**src/worley_cell_noise_shader_unit_macros.svh**
```systemverilog
// assertion macros shared by the worley cell noise shader unit
// no dependencies
`ifndef WORLEY_CELL_NOISE_SHADER_UNIT_MACROS_SVH
`define WORLEY_CELL_NOISE_SHADER_UNIT_MACROS_SVH

// same-cycle implication
`define WCNS_ASSERT_IMP(name, clk, rst, ante, cons) \
   name: assert property (@(posedge clk) disable iff (rst) (ante) |-> (cons)) \
      else $error("wcns assertion failed");

// next-cycle implication
`define WCNS_ASSERT_NXT(name, clk, rst, ante, cons) \
   name: assert property (@(posedge clk) disable iff (rst) (ante) |=> (cons)) \
      else $error("wcns assertion failed");

`endif

```
**src/wcns_pkg.sv**
```systemverilog
// shared types, constants and the axis move function for the shader unit
// no dependencies
package wcns_pkg;

   localparam int GRID_COLS_DEF = 16;
   localparam int GRID_ROWS_DEF = 16;
   localparam int NUM_CELLS_DEF = 16;

   localparam int POS_W = 14;
   localparam int VEL_W = 6;
   localparam int DIF_W = 15;
   localparam int D_W   = 30;
   localparam int SQ_W  = D_W + 16;
   localparam int R_W   = SQ_W / 2;

   localparam logic [1:0] FUNC_LOAD  = 2'd0;
   localparam logic [1:0] FUNC_TICK  = 2'd1;
   localparam logic [1:0] FUNC_SHADE = 2'd2;

   typedef struct packed {
      logic [POS_W-1:0]        pos_x;
      logic [POS_W-1:0]        pos_y;
      logic signed [VEL_W-1:0] vel_x;
      logic signed [VEL_W-1:0] vel_y;
   } cell_type;

   typedef struct packed {
      logic [POS_W-1:0]        pos;
      logic signed [VEL_W-1:0] vel;
   } axis_type;

   function automatic axis_type move_axis(input logic [POS_W-1:0] pos,
                                          input logic signed [VEL_W-1:0] vel,
                                          input logic [POS_W-1:0] limit);
      axis_type          r;
      logic signed [POS_W+1:0] p;
      p = $signed({2'b00, pos}) + (POS_W+2)'(vel);
      r.pos = p[POS_W-1:0];
      r.vel = vel;
      if (p < 0) begin
         r.pos = '0;
         r.vel = -vel;
      end else if (p > $signed({2'b00, limit})) begin
         r.pos = limit;
         r.vel = -vel;
      end
      return r;
   endfunction

endpackage

```
**src/worley_cell_noise_shader_unit.sv**
```systemverilog
// worley cell noise shader top level: ring of feature cells, distance walk, roots
// depends on wcns_pkg, wcns_cell, wcns_sqrt and the macros header
//
//   channel | direction | handshake            | payload
//   req     | in        | req_valid/req_stall  | func, cell, load fields, pixel
//   rsp     | out       | rsp_valid/rsp_stall  | hue, brightness
//
// load and tick act on the cells as they are accepted; the ring of cells moves all cells at once
// shade runs ring rotation and compare in the walk state, then waits for
// the bit-serial root units and their done flag, then writes the result into
// the output register
// synchronous reset clears the control state; cell contents are undefined
// the input stalls while a shade is in flight or its result waits for a slot
`include "worley_cell_noise_shader_unit_macros.svh"
module worley_cell_noise_shader_unit
   import wcns_pkg::*;
#(
   parameter int GRID_COLS = GRID_COLS_DEF,
   parameter int GRID_ROWS = GRID_ROWS_DEF,
   parameter int NUM_CELLS = NUM_CELLS_DEF
) (
   input  logic             clock,
   input  logic             reset,
   input  logic             req_valid,
   output logic             req_stall,
   input  logic [1:0]       req_func,
   input  logic [3:0]       req_cell_index,
   input  logic [11:0]      req_load_x,
   input  logic [11:0]      req_load_y,
   input  logic signed [5:0] req_load_vx,
   input  logic signed [5:0] req_load_vy,
   input  logic [3:0]       req_pixel_col,
   input  logic [3:0]       req_pixel_row,
   output logic             rsp_valid,
   input  logic             rsp_stall,
   output logic [7:0]       rsp_hue,
   output logic [7:0]       rsp_brightness
);

   localparam int IDX_W = $clog2(NUM_CELLS);
   localparam int CNT_W = $clog2(NUM_CELLS + 2);
   localparam logic [POS_W-1:0] LIMIT_X = POS_W'((GRID_COLS - 1) << 8);
   localparam logic [POS_W-1:0] LIMIT_Y = POS_W'((GRID_ROWS - 1) << 8);

   localparam logic [1:0] ST_IDLE = 2'd0;
   localparam logic [1:0] ST_WALK = 2'd1;
   localparam logic [1:0] ST_ROOT = 2'd2;
   localparam logic [1:0] ST_DONE = 2'd3;

   logic [1:0]       state_ff, state_in;
   logic [CNT_W-1:0] cnt_ff, cnt_in;
   logic [11:0]      px_ff, px_in, py_ff, py_in;
   logic             a_vld_ff, a_vld_in;
   logic [IDX_W-1:0] a_idx_ff;
   logic [D_W-1:0]   sqx_ff, sqy_ff, sqx_in, sqy_in, dsum;
   logic [D_W-1:0]   d1_ff, d1_in, d2_ff, d2_in;
   logic [IDX_W-1:0] near_ff, near_in;
   logic             rsp_valid_ff, rsp_valid_in;
   logic [7:0]       hue_ff, hue_in, bri_ff, bri_in;

   logic accept, shift_en, tick_en, sq_start, sq_done, sq_done2, slot_free;
   logic signed [DIF_W-1:0] dx, dy;
   logic signed [D_W-1:0]   dx_w, dy_w;
   logic [R_W-1:0]   s1, s2, sdiff;
   logic [R_W-11:0]  sshift;
   cell_type         load_data;
   cell_type         ring [NUM_CELLS];

   assign accept    = req_valid && !req_stall;
   assign req_stall = (state_ff != ST_IDLE);
   assign tick_en   = accept && (req_func == FUNC_TICK);
   assign shift_en  = (state_ff == ST_WALK) && (cnt_ff < CNT_W'(NUM_CELLS));
   assign slot_free = !rsp_valid_ff || !rsp_stall;

   always_comb begin
      load_data.pos_x = {2'b00, req_load_x};
      load_data.pos_y = {2'b00, req_load_y};
      load_data.vel_x = req_load_vx;
      load_data.vel_y = req_load_vy;
   end

   for (genvar i = 0; i < NUM_CELLS; i++) begin : g_cell
      wcns_cell #(
         .LIMIT_X (LIMIT_X),
         .LIMIT_Y (LIMIT_Y)
      ) u_cell (
         .clock     (clock),
         .load_en   (accept && (req_func == FUNC_LOAD) && (int'(req_cell_index) == i)),
         .load_data (load_data),
         .tick_en   (tick_en),
         .shift_en  (shift_en),
         .shift_in  (ring[(i + 1) % NUM_CELLS]),
         .cell_out  (ring[i])
      );
   end

   // distance of the head cell, squares registered before the compare
   always_comb begin
      dx     = $signed({1'b0, ring[0].pos_x}) - $signed({3'b000, px_ff});
      dy     = $signed({1'b0, ring[0].pos_y}) - $signed({3'b000, py_ff});
      dx_w   = D_W'(dx);
      dy_w   = D_W'(dy);
      sqx_in = $unsigned(dx_w * dx_w);
      sqy_in = $unsigned(dy_w * dy_w);
      dsum   = sqx_ff + sqy_ff;
   end

   assign sq_start = (state_ff == ST_WALK) && (cnt_ff == CNT_W'(NUM_CELLS + 1));

   wcns_sqrt u_sqrt1 (
      .clock   (clock),
      .reset   (reset),
      .start   (sq_start),
      .operand (d1_ff),
      .root    (s1),
      .done    (sq_done)
   );

   wcns_sqrt u_sqrt2 (
      .clock   (clock),
      .reset   (reset),
      .start   (sq_start),
      .operand (d2_ff),
      .root    (s2),
      .done    (sq_done2)
   );

   always_comb begin
      sdiff  = s2 - s1;
      sshift = sdiff[R_W-1:10];
      bri_in = bri_ff;
      hue_in = hue_ff;
      if (|sshift[R_W-11:8]) begin
         bri_in = 8'hff;
      end else begin
         bri_in = sshift[7:0];
      end
      hue_in = 8'({near_ff, 4'h0});
   end

   always_comb begin
      state_in     = state_ff;
      cnt_in       = cnt_ff;
      px_in        = px_ff;
      py_in        = py_ff;
      a_vld_in     = shift_en;
      d1_in        = d1_ff;
      d2_in        = d2_ff;
      near_in      = near_ff;
      rsp_valid_in = rsp_valid_ff && rsp_stall;
      case (state_ff)
         ST_IDLE: begin
            if (accept && (req_func == FUNC_SHADE)) begin
               state_in = ST_WALK;
               cnt_in   = '0;
               px_in    = {req_pixel_col, 8'h00};
               py_in    = {req_pixel_row, 8'h00};
               d1_in    = '1;
               d2_in    = '1;
               near_in  = '0;
            end
         end
         ST_WALK: begin
            cnt_in = cnt_ff + CNT_W'(1);
            if (a_vld_ff) begin
               if (dsum < d1_ff) begin
                  d2_in   = d1_ff;
                  d1_in   = dsum;
                  near_in = a_idx_ff;
               end else if (dsum < d2_ff) begin
                  d2_in = dsum;
               end
            end
            if (sq_start) begin
               state_in = ST_ROOT;
            end
         end
         ST_ROOT: begin
            if (sq_done) begin
               state_in = ST_DONE;
            end
         end
         ST_DONE: begin
            if (slot_free) begin
               rsp_valid_in = 1'b1;
               state_in     = ST_IDLE;
            end
         end
         default: begin
            state_in = ST_IDLE;
         end
      endcase
   end

   always_ff @(posedge clock) begin
      cnt_ff   <= cnt_in;
      px_ff    <= px_in;
      py_ff    <= py_in;
      sqx_ff   <= sqx_in;
      sqy_ff   <= sqy_in;
      a_idx_ff <= cnt_ff[IDX_W-1:0];
      d1_ff    <= d1_in;
      d2_ff    <= d2_in;
      near_ff  <= near_in;
      if ((state_ff == ST_DONE) && slot_free) begin
         hue_ff <= hue_in;
         bri_ff <= bri_in;
      end
      if (reset) begin
         state_ff     <= ST_IDLE;
         a_vld_ff     <= 1'b0;
         rsp_valid_ff <= 1'b0;
      end else begin
         state_ff     <= state_in;
         a_vld_ff     <= a_vld_in;
         rsp_valid_ff <= rsp_valid_in;
      end
   end

   assign rsp_valid      = rsp_valid_ff;
   assign rsp_hue        = hue_ff;
   assign rsp_brightness = bri_ff;

   `WCNS_ASSERT_IMP(a_order, clock, reset, state_ff != ST_IDLE, d1_ff <= d2_ff)
   `WCNS_ASSERT_IMP(a_roots, clock, reset, sq_done, sq_done2 && (state_ff == ST_ROOT))
   `WCNS_ASSERT_NXT(a_rsp_src, clock, reset, !rsp_valid_ff && (state_ff != ST_DONE), !rsp_valid_ff)
   `WCNS_ASSERT_IMP(a_cnt, clock, reset, state_ff == ST_WALK, cnt_ff <= CNT_W'(NUM_CELLS + 1))

endmodule

```
**src/wcns_cell.sv**
```systemverilog
// one feature cell of the ring: holds position and velocity, moves on tick
// depends on wcns_pkg
module wcns_cell
   import wcns_pkg::*;
#(
   parameter logic [POS_W-1:0] LIMIT_X = POS_W'(15 << 8),
   parameter logic [POS_W-1:0] LIMIT_Y = POS_W'(15 << 8)
) (
   input  logic     clock,
   input  logic     load_en,
   input  cell_type load_data,
   input  logic     tick_en,
   input  logic     shift_en,
   input  cell_type shift_in,
   output cell_type cell_out
);

   cell_type cell_ff, cell_in;
   axis_type ax, ay;

   always_comb begin
      ax = move_axis(cell_ff.pos_x, cell_ff.vel_x, LIMIT_X);
      ay = move_axis(cell_ff.pos_y, cell_ff.vel_y, LIMIT_Y);
      cell_in = cell_ff;
      if (load_en) begin
         cell_in = load_data;
      end else if (tick_en) begin
         cell_in.pos_x = ax.pos;
         cell_in.vel_x = ax.vel;
         cell_in.pos_y = ay.pos;
         cell_in.vel_y = ay.vel;
      end else if (shift_en) begin
         cell_in = shift_in;
      end
   end

   always_ff @(posedge clock) begin
      cell_ff <= cell_in;
   end

   assign cell_out = cell_ff;

endmodule

```
**src/wcns_sqrt.sv**
```systemverilog
// iterative integer square root of (d << 16), one result bit per cycle
// depends on wcns_pkg
module wcns_sqrt
   import wcns_pkg::*;
(
   input  logic           clock,
   input  logic           reset,
   input  logic           start,
   input  logic [D_W-1:0] operand,
   output logic [R_W-1:0] root,
   output logic           done
);

   logic [SQ_W-1:0] n_ff, n_in, res_ff, res_in, bit_ff, bit_in, trial;
   logic            busy_ff, busy_in, done_ff, done_in;

   always_comb begin
      trial   = res_ff + bit_ff;
      n_in    = n_ff;
      res_in  = res_ff;
      bit_in  = bit_ff;
      busy_in = busy_ff;
      done_in = 1'b0;
      if (start) begin
         n_in    = {operand, 16'h0000};
         res_in  = '0;
         bit_in  = SQ_W'(1) << (SQ_W - 2);
         busy_in = 1'b1;
      end else if (busy_ff) begin
         if (n_ff >= trial) begin
            n_in   = n_ff - trial;
            res_in = (res_ff >> 1) + bit_ff;
         end else begin
            res_in = res_ff >> 1;
         end
         bit_in = bit_ff >> 2;
         if (bit_ff[0]) begin
            busy_in = 1'b0;
            done_in = 1'b1;
         end
      end
   end

   always_ff @(posedge clock) begin
      n_ff   <= n_in;
      res_ff <= res_in;
      bit_ff <= bit_in;
      if (reset) begin
         busy_ff <= 1'b0;
         done_ff <= 1'b0;
      end else begin
         busy_ff <= busy_in;
         done_ff <= done_in;
      end
   end

   assign root = res_ff[R_W-1:0];
   assign done = done_ff;

endmodule
```
**config.mk**
```make
export PLATFORM = sky130hd
export DESIGN_NAME = worley_cell_noise_shader_unit
export DESIGN_NICKNAME = d
export VERILOG_FILES = /design/src/wcns_pkg.sv /design/src/worley_cell_noise_shader_unit.sv /design/src/wcns_cell.sv /design/src/wcns_sqrt.sv
export VERILOG_INCLUDE_DIRS = /design/src /design/src/src
export SDC_FILE = /design/constraint.sdc
export NUM_CORES = 2
export LEC_CHECK = 0
export BUFFER_PORTS_ARGS = -buffer_cell sky130_fd_sc_hd__buf_2
export CAP_MARGIN = 20
export CORE_AREA = 2 2 619 467
export CTS_CLUSTER_SIZE = 20
export DETAILED_ROUTE_END_ITERATION = 12
export DIE_AREA = 0 0 621 469
export PLACE_DENSITY = 0.57
export SLEW_MARGIN = 10
export SYNTH_ARGS = -nofsm -noshare
export SYNTH_HDL_FRONTEND = slang
export SYNTH_SLANG_ARGS = --single-unit
```
**constraint.sdc**
```tcl
create_clock -name clock -period 9.35 [get_ports clock]
set_input_delay 1.87 -clock clock [delete_from_list [all_inputs] [get_ports clock]]
set_output_delay 1.87 -clock clock [all_outputs]
set_load 0.01 [all_outputs]
```
==> flow_summary_export.csv <==
group,metric,value,unit
sta,finalCritPeriodShare,94.2,%
die,dieArea,291000,um^2
route,wire_per_inst,20.2,um
route,drc,0,
yosys,synth_seq_area_share,28.0,%
die,die_h,469,um
place,port_buffers,67,
critical_path,critical_path_required,10.00,ns
sta,fmax,0.114,GHz
sta,fin_tns_setup,0,ns
final_layout,mostFrequentLayoutCells,"nand2_1, ha_1, inv_1",
global_routing,grtUsageTotal,20.3,%
clock_tree,cts_buffer_depth,4,
final_layout,final_nets,12700,
yosys,synthArstFlopShare,0,%
yosys,synthesis.area,99300,um^2
global_routing,grt_pass1_wl,468000,um
route,dr.pass1.iters,8,
final_layout,drive_gt1_share,5.35,%
global_routing,first_global_vias,77500,
sta,maxSlewHeadroom,17.6,%
die,rows,170,
sta,finalSetupViolCount,0,
yosys,synth-main-ff-cell,"edfxtp_1",
final_layout,syn_to_final_growth,8.82,%
run,cap_viol_max_count,0,
clock_tree,hold_buffers,0,
place,place.gp.congestion,0.892,
die,chipWidth,621,um
yosys,ys_ff_latch,1028,
clock_tree,root_buffer,"clkbuf_16",
die,ios,72,
clock_tree,cts_tree,"done",
place,hpwl,226000,um
critical_path,path_class,"reg -> reg",
clock_tree,postCtsSetupBuffers,0,
clock_tree,h-tree-depth,4,
global_routing,grt_overflow,0,
yosys,synth_cells,11400,
sta,finalHoldViolCount,0,
worst_hold_path,min_path_cells,0,
die,initial_core_util,34.8,%
sta,tightest_slew,1.23,ns
global_routing,antenna_found_initial,21,
clock_tree,cts.clk_slew.worst_paths,0.06,ns
yosys,synth_edf_count,725,
route,ant_nets,0,
route,drtIter0Drc,8066,
global_routing,grt_max_degree,177,
yosys,syn_area_per_cell,8.72,um^2
clock_tree,cts_sinks,1028,
critical_path,crit_path_end_kind,"flip-flop",
yosys,yosysWarnings,0,
final_layout,fin_area,108000,um^2
clock_tree,numCtsBuffers,139,
critical_path,path_max_fanout,11,
sta,period_minus_slack,8.81,ns
route,routed_via_density,5.50,
critical_path,arrival,9.46,ns
sta,worst_clock_skew,0.0762,ns
clock_tree,post_cts_resized,0,
clock_tree,clk_latency,0.85,ns
sta,rsz0062_at_grt,"false",
critical_path,startpoint_type,"flip-flop",
die,core-area,285000,um^2
place,placed_area,104000,um^2
final_layout,layout_commonest_cell,"nand2_1",
critical_path,r2r.worst_path.cells,27,
yosys,synth_cell_type_count,111,
run_status,outcome,"complete, no violations",
worst_hold_path,min-delay-path-class,"reg -> reg",
route,wl,305000,um
sta,slew_viol_final,0,
route,vias,83100,
==> cells in the mapped netlist (all sizes together) (45+ instances only) <==
cell type	number	area [um^2]
nor2b	91	569
a31oi	161	1010
xor2	347	3040
a21oi	892	4520
xnor2	493	4320
a22oi	115	863
o21ai	605	3030
ha	996	12500
a31o	86	753
nand2	1105	4150
o21bai	133	998
inv	964	3620
clkbuf	401	1510
nand4	58	363
nor3	221	1130
or3	83	519
buf	85	440
mux2i	106	1060
nand3	399	2000
a221o	51	510
o22ai	117	738
a211oi	78	596
fa	430	8610
nor2	816	3070
a21o	303	2270
edfxtp	725	21800
a221oi	45	394
dfxtp	303	6070
nand2b	149	932
o31ai	122	921
and3	167	1040
o21a	90	676
and2	103	644
==> sequential cells by signal (all words and copies together) (netlist names), 8 cells and up <==
signal	count
sqx_ff	29
u_sqrt1.bit_ff	23
u_sqrt1.n_ff	46
u_sqrt2.res_ff	46
rsp_brightness	8
u_sqrt2.n_ff	46
g_cell.u_cell.cell_out	640
d2_ff	30
u_sqrt1.res_ff	46
d1_ff	30
sqy_ff	29
u_sqrt2.bit_ff	23
==> critical path, stage by stage, from the launching register on <==
cell	delay, ns
edfxtp_1	0.46
ha_1	0.35
nor2b_1	0.15
o21ai_0	0.15
nand2b_1	0.11
xnor2_1	0.84
inv_1	0.39
nor2_1	0.28
fa_1	0.49
fa_1	0.53
fa_1	0.51
inv_1	0.05
fa_1	0.43
fa_1	0.51
inv_1	0.05
fa_1	0.43
ha_1	0.38
a21o_1	0.20
or2_1	0.22
o32ai_1	0.25
a21oi_1	0.17
a2111oi_2	0.40
o21bai_1	0.14
a21oi_1	0.35
o21ai_1	0.19
a221o_1	0.34
a21oi_1	0.19
xnor2_1	0.10
==> final timing paths <==
kind / to / start / slack, ns
max: sqy_ff[29] / g_cell[0].u_cell.cell_out[22] / 0.54
min: rsp_hue[6] / near_ff[2] / 0.42
max reg2reg: sqy_ff[29] / g_cell[0].u_cell.cell_out[22] / 0.54
min reg2reg: rsp_hue[6] / near_ff[2] / 0.42
==> layer usage <==
layer	routed length, um	vias up	track usage [%]	part of all wire [%]
li1	-	40500	-	-
met1	153000	39600	31.4	50
met2	119000	2607	27.9	39
met3	28500	322	5.21	9.3
met4	5130	10	3.78	1.7
met5	69	-	0	0.023
==> logic make-up after synthesis <==
kind of cell    share of synthesized area [%]
compound gates                           20.8
xor+xnor                                 7.41
fa+ha+maj                                21.2
buf+inv                                  5.61
flops                                    28.0
mux                                      1.13
other cells                           0.00756
simple gates                             15.8
==> through the flow <==
stage	instances	hold slack, ns	setup slack (ns)	util (%)
floorplan	11400	0.397	1.72	-
CTS	15100	0.421	0.701	37.9
global placement	14900	0.404	0.934	36.3
finish	15100	0.420	0.544	37.9
global route	15100	0.435	0.175	37.9
detailed placement	14900	0.407	0.724	36.4
==> cell type report <==
cell class,count,area [um^2]
antenna,4,10.0
clock buffer,196,3970
clock inverter,42,342
fill,29000,177000
inverter,965,3620
multi-input combinational,8908,66000
sequential,1028,27800
tap,3784,4730
timing repair buffer,200,1500
Power is not shown: default switching activity piles up to over one toggle a cycle in this logic, so the estimate is an artifact.
